### src/rtl/layer_alpha_compositor_core_assert.svh
// Assertion macros for the layer alpha compositor.
// Used by the cell and output stage modules; no other dependencies.
`ifndef LAYER_ALPHA_COMPOSITOR_CORE_ASSERT_SVH
`define LAYER_ALPHA_COMPOSITOR_CORE_ASSERT_SVH

// Clocked assertion, inactive while reset is high.
`define LACC_ASSERT(lbl, prop, msg) \
   lbl: assert property (@(posedge clock) disable iff (reset) (prop)) else $error(msg);

// Implication checked in the cycle after the condition.
`define LACC_ASSERT_NEXT(lbl, cond, prop, msg) \
   lbl: assert property (@(posedge clock) disable iff (reset) (cond) |=> (prop)) \
      else $error(msg);

`endif

### src/rtl/lacc_pkg.sv
// Shared types, constants and arithmetic helpers for the layer alpha compositor.
// No dependencies.
package lacc_pkg;

   localparam int LAYER_COUNT  = 3;
   localparam int INPUT_LAYERS = 3;
   localparam int PIXEL_W      = 32;
   localparam int COLOR_W      = 24;
   localparam int CHAN_W       = 8;
   localparam int CSR_INDEX_W  = 2;

   localparam logic [CSR_INDEX_W-1:0] CSR_BASE_COLOR = 2'd0;
   localparam logic [CSR_INDEX_W-1:0] CSR_INVERT     = 2'd1;

   localparam logic [CHAN_W-1:0]  CHAN_MAX       = 8'hff;
   localparam logic [CHAN_W-1:0]  BLACK_LIMIT    = 8'd127;
   localparam logic [COLOR_W-1:0] BASE_COLOR_RST = 24'hffffff;

   typedef logic [PIXEL_W-1:0] pixel_type;

   typedef struct packed {
      logic                              valid;
      logic [COLOR_W-1:0]                color;
      logic [LAYER_COUNT-1:0][PIXEL_W-1:0] pixels;
   } stage_type;

   // Exact x/255 for x up to 255*255.
   function automatic logic [CHAN_W-1:0] div255(input logic [15:0] x);
      logic [16:0] sum;
      sum = {1'b0, x} + 17'd1 + {9'd0, x[15:8]};
      return sum[15:8];
   endfunction

   function automatic logic [CHAN_W-1:0] mix_channel(input logic [CHAN_W-1:0] p,
                                                     input logic [CHAN_W-1:0] a,
                                                     input logic [CHAN_W-1:0] c);
      logic [15:0] prod_p;
      logic [15:0] prod_c;
      prod_p = {8'd0, p} * {8'd0, a};
      prod_c = {8'd0, c} * {8'd0, CHAN_MAX - a};
      return div255(prod_p + prod_c);
   endfunction

endpackage

### src/rtl/lacc_blend_cell.sv
// One compositing cell: blends the bottom pending layer into the running color.
// Depends on lacc_pkg and the assertion macro header.
`include "layer_alpha_compositor_core_assert.svh"

module lacc_blend_cell
   import lacc_pkg::*;
(
   input  logic      clock,
   input  logic      reset,
   input  logic      advance,
   input  stage_type stage_in,
   output stage_type stage_out
);

   stage_type          stage_ff;
   stage_type          stage_in_w;
   pixel_type          px;
   logic [CHAN_W-1:0]  alpha;
   logic [COLOR_W-1:0] blended;

   assign px    = stage_in.pixels[LAYER_COUNT-1];
   assign alpha = px[CHAN_W-1:0];

   always_comb begin
      blended[23:16] = mix_channel(px[31:24], alpha, stage_in.color[23:16]);
      blended[15:8]  = mix_channel(px[23:16], alpha, stage_in.color[15:8]);
      blended[7:0]   = mix_channel(px[15:8],  alpha, stage_in.color[7:0]);
   end

   always_comb begin
      stage_in_w.valid  = stage_in.valid;
      stage_in_w.color  = blended;
      stage_in_w.pixels = stage_in.pixels << PIXEL_W;
   end

   always_ff @(posedge clock) begin
      if (advance) begin
         stage_ff.color  <= stage_in_w.color;
         stage_ff.pixels <= stage_in_w.pixels;
      end
      if (reset) begin
         stage_ff.valid <= 1'b0;
      end else if (advance) begin
         stage_ff.valid <= stage_in_w.valid;
      end
   end

   assign stage_out = stage_ff;

   `LACC_ASSERT_NEXT(a_cell_forward, advance && stage_in.valid, stage_ff.valid, "cell dropped transaction")
   `LACC_ASSERT_NEXT(a_cell_opaque, advance && alpha == CHAN_MAX, stage_ff.color == $past(px[31:8]), "opaque layer not copied")
   `LACC_ASSERT_NEXT(a_cell_clear, advance && alpha == '0, stage_ff.color == $past(stage_in.color), "transparent layer altered color")

endmodule

### src/rtl/lacc_out_stage.sv
// Output stage: optional inversion, gray value, black flag, result register.
// Depends on lacc_pkg and the assertion macro header.
`include "layer_alpha_compositor_core_assert.svh"

module lacc_out_stage
   import lacc_pkg::*;
(
   input  logic              clock,
   input  logic              reset,
   input  logic              advance,
   input  logic              invert,
   input  stage_type         stage_in,
   input  logic              rsp_ready,
   output logic              rsp_valid,
   output logic [CHAN_W-1:0] rsp_red,
   output logic [CHAN_W-1:0] rsp_green,
   output logic [CHAN_W-1:0] rsp_blue,
   output logic [CHAN_W-1:0] rsp_gray,
   output logic              rsp_is_black
);

   logic [CHAN_W-1:0] red_in,  green_in,  blue_in,  gray_in;
   logic [CHAN_W-1:0] red_ff,  green_ff,  blue_ff,  gray_ff;
   logic              valid_ff, black_ff, black_in;
   logic [15:0]       luma;

   always_comb begin
      red_in   = stage_in.color[23:16];
      green_in = stage_in.color[15:8];
      blue_in  = stage_in.color[7:0];
      if (invert) begin
         red_in   = CHAN_MAX - red_in;
         green_in = CHAN_MAX - green_in;
         blue_in  = CHAN_MAX - blue_in;
      end
      luma     = 16'd77 * {8'd0, red_in} + 16'd150 * {8'd0, green_in}
               + 16'd28 * {8'd0, blue_in};
      gray_in  = div255(luma);
      black_in = gray_in < BLACK_LIMIT;
   end

   always_ff @(posedge clock) begin
      if (advance) begin
         red_ff   <= red_in;
         green_ff <= green_in;
         blue_ff  <= blue_in;
         gray_ff  <= gray_in;
         black_ff <= black_in;
      end
      if (reset) begin
         valid_ff <= 1'b0;
      end else if (advance) begin
         valid_ff <= stage_in.valid;
      end
   end

   assign rsp_valid    = valid_ff;
   assign rsp_red      = red_ff;
   assign rsp_green    = green_ff;
   assign rsp_blue     = blue_ff;
   assign rsp_gray     = gray_ff;
   assign rsp_is_black = black_ff;

   `LACC_ASSERT(a_out_black, !valid_ff || (black_ff == (gray_ff < BLACK_LIMIT)), "black flag mismatch")
   `LACC_ASSERT_NEXT(a_out_hold, valid_ff && !rsp_ready, valid_ff && $stable(gray_ff), "stalled result lost")
   `LACC_ASSERT(a_out_advance, advance == (!valid_ff || rsp_ready), "stage advanced under stall")

endmodule

### src/rtl/layer_alpha_compositor_core.sv
// Top level of the layer alpha compositor: config registers, cell chain, output stage.
// Depends on lacc_pkg, lacc_blend_cell and lacc_out_stage.
//
// Usage:
//   req_*  : one transaction carries the RGBA pixels of all layers at one
//            position (layer 0 on top), packed R,G,B,alpha from the top byte.
//   rsp_*  : one transaction per request: red, green, blue, gray, is_black.
//   csr_*  : register writes, always ready; index 0 base color, 1 invert.
//            Write only while no request is in flight.
//   Pipeline: from request to result, one cell register per layer, then
//   the output register. Throughput: one pixel per cycle while rsp_ready
//   does not stall the chain; the chain of cells moves all in lockstep.
//   Stall: when the result is held by rsp_ready low, the whole chain holds
//   and req_ready drops; a waiting result never blocks a new request while
//   the output register is free or being emptied.
//   Reset: clears all valid bits, base color to white, invert off.

module layer_alpha_compositor_core
   import lacc_pkg::*;
(
   input  logic                   clock,
   input  logic                   reset,
   input  logic                   req_valid,
   output logic                   req_ready,
   input  logic [PIXEL_W-1:0]     req_layer0_pixel,
   input  logic [PIXEL_W-1:0]     req_layer1_pixel,
   input  logic [PIXEL_W-1:0]     req_layer2_pixel,
   output logic                   rsp_valid,
   input  logic                   rsp_ready,
   output logic [CHAN_W-1:0]      rsp_red,
   output logic [CHAN_W-1:0]      rsp_green,
   output logic [CHAN_W-1:0]      rsp_blue,
   output logic [CHAN_W-1:0]      rsp_gray,
   output logic                   rsp_is_black,
   input  logic                   csr_valid,
   output logic                   csr_ready,
   input  logic [CSR_INDEX_W-1:0] csr_index,
   input  logic [COLOR_W-1:0]     csr_data
);

   logic [COLOR_W-1:0] base_color_ff, base_color_in;
   logic               invert_ff, invert_in;
   logic               advance;
   pixel_type          in_pixels [INPUT_LAYERS];
   stage_type          chain [LAYER_COUNT+1];
   stage_type          chain_head;

   assign csr_ready = 1'b1;

   always_comb begin
      base_color_in = base_color_ff;
      invert_in     = invert_ff;
      if (csr_valid) begin
         unique case (csr_index)
            CSR_BASE_COLOR: base_color_in = csr_data;
            CSR_INVERT:     invert_in     = csr_data[0];
            default: ;
         endcase
      end
   end

   always_ff @(posedge clock) begin
      if (reset) begin
         base_color_ff <= BASE_COLOR_RST;
         invert_ff     <= 1'b0;
      end else begin
         base_color_ff <= base_color_in;
         invert_ff     <= invert_in;
      end
   end

   assign advance   = !rsp_valid || rsp_ready;
   assign req_ready = advance;

   assign in_pixels[0] = req_layer0_pixel;
   assign in_pixels[1] = req_layer1_pixel;
   assign in_pixels[2] = req_layer2_pixel;

   // Bottom layer sits in the top slot; each cell consumes it and shifts.
   always_comb begin
      chain_head.valid = req_valid && req_ready;
      chain_head.color = base_color_ff;
      for (int l = 0; l < LAYER_COUNT; l++) begin
         chain_head.pixels[l] = (l < INPUT_LAYERS) ? in_pixels[l] : '0;
      end
   end

   assign chain[0] = chain_head;

   for (genvar i = 0; i < LAYER_COUNT; i++) begin : g_cell
      lacc_blend_cell u_cell (
         .clock     (clock),
         .reset     (reset),
         .advance   (advance),
         .stage_in  (chain[i]),
         .stage_out (chain[i+1])
      );
   end

   lacc_out_stage u_out (
      .clock        (clock),
      .reset        (reset),
      .advance      (advance),
      .invert       (invert_ff),
      .stage_in     (chain[LAYER_COUNT]),
      .rsp_ready    (rsp_ready),
      .rsp_valid    (rsp_valid),
      .rsp_red      (rsp_red),
      .rsp_green    (rsp_green),
      .rsp_blue     (rsp_blue),
      .rsp_gray     (rsp_gray),
      .rsp_is_black (rsp_is_black)
   );

endmodule
### config.mk
export PLATFORM = sky130hd
export DESIGN_NAME = layer_alpha_compositor_core
export DESIGN_NICKNAME = d
export VERILOG_FILES = /design/src/rtl/lacc_pkg.sv /design/src/rtl/lacc_blend_cell.sv /design/src/rtl/lacc_out_stage.sv /design/src/rtl/layer_alpha_compositor_core.sv
export VERILOG_INCLUDE_DIRS = /design/src /design/src/rtl
export SDC_FILE = /design/constraint.sdc
export NUM_CORES = 2
export LEC_CHECK = 0
export ABC_CLOCK_PERIOD_IN_PS = 18200
export BUFFER_PORTS_ARGS = -buffer_cell sky130_fd_sc_hd__buf_4
export CAP_MARGIN = 20
export CORE_UTILIZATION = 40
export DETAILED_ROUTE_END_ITERATION = 10
export SYNTH_ARGS = -nofsm -noshare
export SYNTH_HDL_FRONTEND = slang
export SYNTH_SLANG_ARGS = --single-unit
### constraint.sdc
create_clock -name clock -period 18.2 [get_ports clock]
set_input_delay 3.64 -clock clock [delete_from_list [all_inputs] [get_ports clock]]
set_output_delay 3.64 -clock clock [all_outputs]
set_load 0.1 [all_outputs]
==> impl_metrics.xml <==
<?xml version="1.0" encoding="UTF-8"?>
<metrics>
  <group name="critical_path">
    <metric name="critPathMaxFanout" unit="">48</metric>
    <metric name="cpPeakStageDelay" unit="ns">0.54</metric>
    <metric name="critPathTopFamily" unit="">adder cells</metric>
    <metric name="r2r_start" unit="">invert_ff</metric>
    <metric name="start_kind" unit="">primary input</metric>
    <metric name="worst-path-buf-inv" unit="">5</metric>
    <metric name="path_common_cell" unit="">fa_1</metric>
    <metric name="critPathSlowestCell" unit="">fa_1</metric>
    <metric name="timing.critical_path.to_type" unit="">register</metric>
    <metric name="crit_required" unit="ns">18.53</metric>
    <metric name="worst_ep_arrival_time" unit="ns">11.24</metric>
    <metric name="slack_of_the_worst_reg_to_reg_path" unit="ns">9.15</metric>
    <metric name="worst_r2r_path_depth" unit="">36</metric>
    <metric name="r2r_end" unit="">u_out.rsp_is_black</metric>
    <metric name="setup.worst_path.class" unit="">in2reg</metric>
  </group>
  <group name="synth">
    <metric name="synth_cells" unit="">5426</metric>
    <metric name="top_cell_types_by_occurrence_after_synthesis" unit="">inv_1 (1265), fa_1 (910), ha_1 (715), nor2b_1 (407), nand2_1 (372)</metric>
    <metric name="ys_async_sr_fraction" unit="">0</metric>
    <metric name="postSynthAreaPerCell" unit="µm²">9.65</metric>
    <metric name="synth_top_flop_cell" unit="">edfxtp_1</metric>
    <metric name="post-synth-top-count-cell" unit="">inv_1</metric>
    <metric name="synth_top_family_by_area" unit="">adder cells</metric>
    <metric name="synth.lib_cells_used.distinct" unit="">82</metric>
    <metric name="yosys-mux-area-fraction" unit="">0.00296</metric>
    <metric name="ys_ff_latch" unit="">230</metric>
    <metric name="yosys_warns" unit="">0</metric>
    <metric name="post_synth_and_or_nand_nor_area_fraction" unit="">0.156</metric>
    <metric name="yosysTopAreaCellShare" unit="">0.348</metric>
    <metric name="compound_cell_area_share_of_the_yosys_netlist" unit="">0.0528</metric>
    <metric name="ys_top_cells_by_area" unit="">fa_1 (35%), ha_1 (17%), edfxtp_1 (12%)</metric>
    <metric name="synthesis.area" unit="µm²">52400</metric>
    <metric name="synth_fa_ha_area_frac" unit="">0.519</metric>
    <metric name="post_synth_xor_area_fraction" unit="">0.0421</metric>
    <metric name="synth_top_area_cell" unit="">fa_1</metric>
    <metric name="synth_enable_flop_cells" unit="">201</metric>
    <metric name="fraction_of_the_yosys_area_taken_by_sequential_cells" unit="">0.126</metric>
  </group>
  <group name="hold_path">
    <metric name="hold-path-cell-count" unit="">0</metric>
    <metric name="worst_hold_path_type" unit="">reg2reg</metric>
    <metric name="worst_hold_startpoint" unit="">g_cell[0].u_cell.stage_out[38]</metric>
    <metric name="worst_hold_path.endpoint" unit="">g_cell[1].u_cell.stage_out[70]</metric>
  </group>
  <group name="place">
    <metric name="port_buffers" unit="">161</metric>
    <metric name="dp_hpwl" unit="µm">92700</metric>
    <metric name="gp_congestion" unit="">0.835</metric>
  </group>
  <group name="cells_and_area">
    <metric name="drive_above_1_share" unit="">0.0504</metric>
    <metric name="area_delta_synth_final" unit="%">8.16</metric>
    <metric name="nNetsFinal" unit="">7260</metric>
    <metric name="fillCellCount" unit="">12700</metric>
  </group>
  <group name="floorplanning">
    <metric name="top_level_ports" unit="">163</metric>
    <metric name="fp-row-count" unit="">132</metric>
    <metric name="design.die.area" unit="µm²">132000</metric>
    <metric name="core_region_area" unit="µm²">130000</metric>
    <metric name="start_util" unit="">0.404</metric>
    <metric name="die_width" unit="µm">364</metric>
    <metric name="die_height" unit="µm">364</metric>
  </group>
  <group name="drt">
    <metric name="via_per_inst" unit="">4.86</metric>
    <metric name="detail_route.first_pass.iterations" unit="">5</metric>
    <metric name="wirelength" unit="µm">117000</metric>
    <metric name="first_iter_violations" unit="">1434</metric>
    <metric name="drt.antenna.violating_nets" unit="">0</metric>
    <metric name="vias" unit="">35400</metric>
    <metric name="route.detailed.wl_per_inst" unit="µm">16.0</metric>
    <metric name="drt_drc_violations_left" unit="">0</metric>
  </group>
  <group name="cts">
    <metric name="clock_latency" unit="ns">0.62</metric>
    <metric name="tritoncts.num_buffers" unit="">35</metric>
    <metric name="tritoncts" unit="">built</metric>
    <metric name="cts.sinks" unit="">230</metric>
    <metric name="cts_hold_buf" unit="">0</metric>
    <metric name="cts_setup_buffers" unit="">0</metric>
    <metric name="ctsRootBufferMaster" unit="">clkbuf_16</metric>
    <metric name="path_clk_slew" unit="ns">0.06</metric>
    <metric name="ctsLongestPathBuffers" unit="">3</metric>
    <metric name="post_cts_resize_count" unit="">0</metric>
    <metric name="cts_max_level" unit="">2</metric>
  </group>
  <group name="run_status">
    <metric name="run_status" unit="">finished clean</metric>
  </group>
  <group name="sta">
    <metric name="rsz0062_at_grt" unit="">false</metric>
    <metric name="fmax" unit="GHz">0.0917</metric>
    <metric name="timing.clock.skew" unit="ns">0.0357</metric>
    <metric name="worst_pin_slew" unit="ns">0.970</metric>
    <metric name="relSlewSlack" unit="">0.354</metric>
    <metric name="period_needed" unit="ns">10.90</metric>
    <metric name="setup_total_negative_slack" unit="ns">0</metric>
    <metric name="timing_max_transition_violations_final" unit="">0</metric>
    <metric name="final_hold_viol_count" unit="">0</metric>
    <metric name="fin_crit_sh" unit="">0.599</metric>
    <metric name="setup_viol" unit="">0</metric>
  </group>
  <group name="global_routing">
    <metric name="grt_max_degree" unit="">73</metric>
    <metric name="first_global_vias" unit="">38500</metric>
    <metric name="grt_antenna_before_repair" unit="">4</metric>
    <metric name="grt_pass1_wl" unit="µm">196000</metric>
    <metric name="globalRouteTotalUtil" unit="">0.185</metric>
    <metric name="gr-total-overflow" unit="">0</metric>
  </group>
  <group name="job">
    <metric name="maxCapViolCount" unit="">0</metric>
  </group>
</metrics>
placed cells by master, fill, tap and decap left out, types with 5 or more instances in the layout:
cell,n
and2_1,264
a31oi_1,8
a211oi_1,10
nand2_1,372
o21bai_1,19
xor2_1,86
buf_4,183
mux2i_1,11
nand3_1,31
xnor2_1,164
clkbuf_16,35
a21boi_0,5
or3_1,14
o21ai_0,63
a2111oi_0,6
dfxtp_1,28
inv_1,1265
nand4_1,7
nor2b_1,407
a21oi_1,108
o41ai_1,6
a21o_1,40
ha_1,715
fa_1,910
and3_1,10
bufinv_16,5
edfxtp_1,201
o21a_1,44
a211o_1,31
o2111ai_1,6
conb_1,10
or2_2,7
nor2_1,93
nand2b_1,217
nor4_1,5
o211ai_1,13
nor3_1,35
per-layer routing:
metal	GRT usage	wire, µm	up-vias
met1	0.237	52100	18000
met4	0.0386	2020	2
li1	-	-	16700
met2	0.331	58500	501
met5	0	13	-
met3	0.0225	4120	95
how the worst max path moves through the flow:
| stage | from | to | slack, ns | cells past startpoint |
|---|---|---|---|---|
| finish | req_layer2_pixel[4] | g_cell[0].u_cell.stage_out[111] | 7.30 | 28 |
| global route | req_layer2_pixel[2] | g_cell[0].u_cell.stage_out[111] | 6.69 | 28 |
| CTS | req_layer2_pixel[1] | g_cell[0].u_cell.stage_out[111] | 7.33 | 28 |
| detailed placement | req_layer2_pixel[1] | g_cell[0].u_cell.stage_out[111] | 6.70 | 28 |
| global placement | req_layer2_pixel[2] | g_cell[0].u_cell.stage_out[111] | 6.84 | 28 |
| floorplan | rsp_ready | req_ready | 4.46 | 2 |
cell families (layout without fill, tap and decap cells):
family	Yosys count	count (layout)
adder cells (fa/ha/maj)	1625	1625
flip-flops	230	230
AND/OR/NAND/NOR	1487	1487
multiplexers	15	15
AO/OA/AOI/OAI	405	405
XOR/XNOR	251	251
other	2	11
buffers and inverters	1411	1510
worst register-to-register path: cells and delay by family, from the launching register on:
kind	cells	cell delay (ns)
adder cells (fa/ha/maj)	11	4.02
AO/OA/AOI/OAI	9	1.72
XOR/XNOR	5	1.33
buffers and inverters	7	0.80
AND/OR/NAND/NOR	4	0.59
flip-flops	1	0.33
state kept, by name, indices dropped and copies added, names as in the netlist:
name                     count
g_cell.u_cell.stage_out    171
base_color_ff               24
u_out.rsp_blue               8
u_out.rsp_gray               8
u_out.rsp_green              8
u_out.rsp_red                8
invert_ff                    1
u_out.rsp_is_black           1
u_out.rsp_valid              1
through the flow:
stage	cell area, µm²	hold slack [ns]	std cells	worst slack [ns]	util
after floorplan	52400	0.400	5434	4.46	-
after global placement	55400	0.403	7213	6.84	0.427
after detailed placement	55400	0.405	7213	6.70	0.427
after CTS	56600	0.414	7275	7.33	0.437
after global routing	56600	0.421	7276	6.69	0.437
final	56600	0.417	7276	7.30	0.437
final cells by class:
| type | instances | area, µm² | area share |
|---|---|---|---|
| diodes | 1 | 2.50 | 0.0000442 |
| clock buffers | 39 | 911 | 0.0161 |
| clock inverters | 23 | 319 | 0.00563 |
| inverters | 1265 | 4750 | 0.0838 |
| multi-input cells | 3793 | 40500 | 0.715 |
| flip-flops and latches | 230 | 6620 | 0.117 |
| well taps | 1742 | 2180 | 0.0385 |
| repair buffers | 183 | 1370 | 0.0243 |
Power is left out: the tool's default activity adds up to more than one toggle a clock period on the data nets, which glitch-free logic cannot reach.
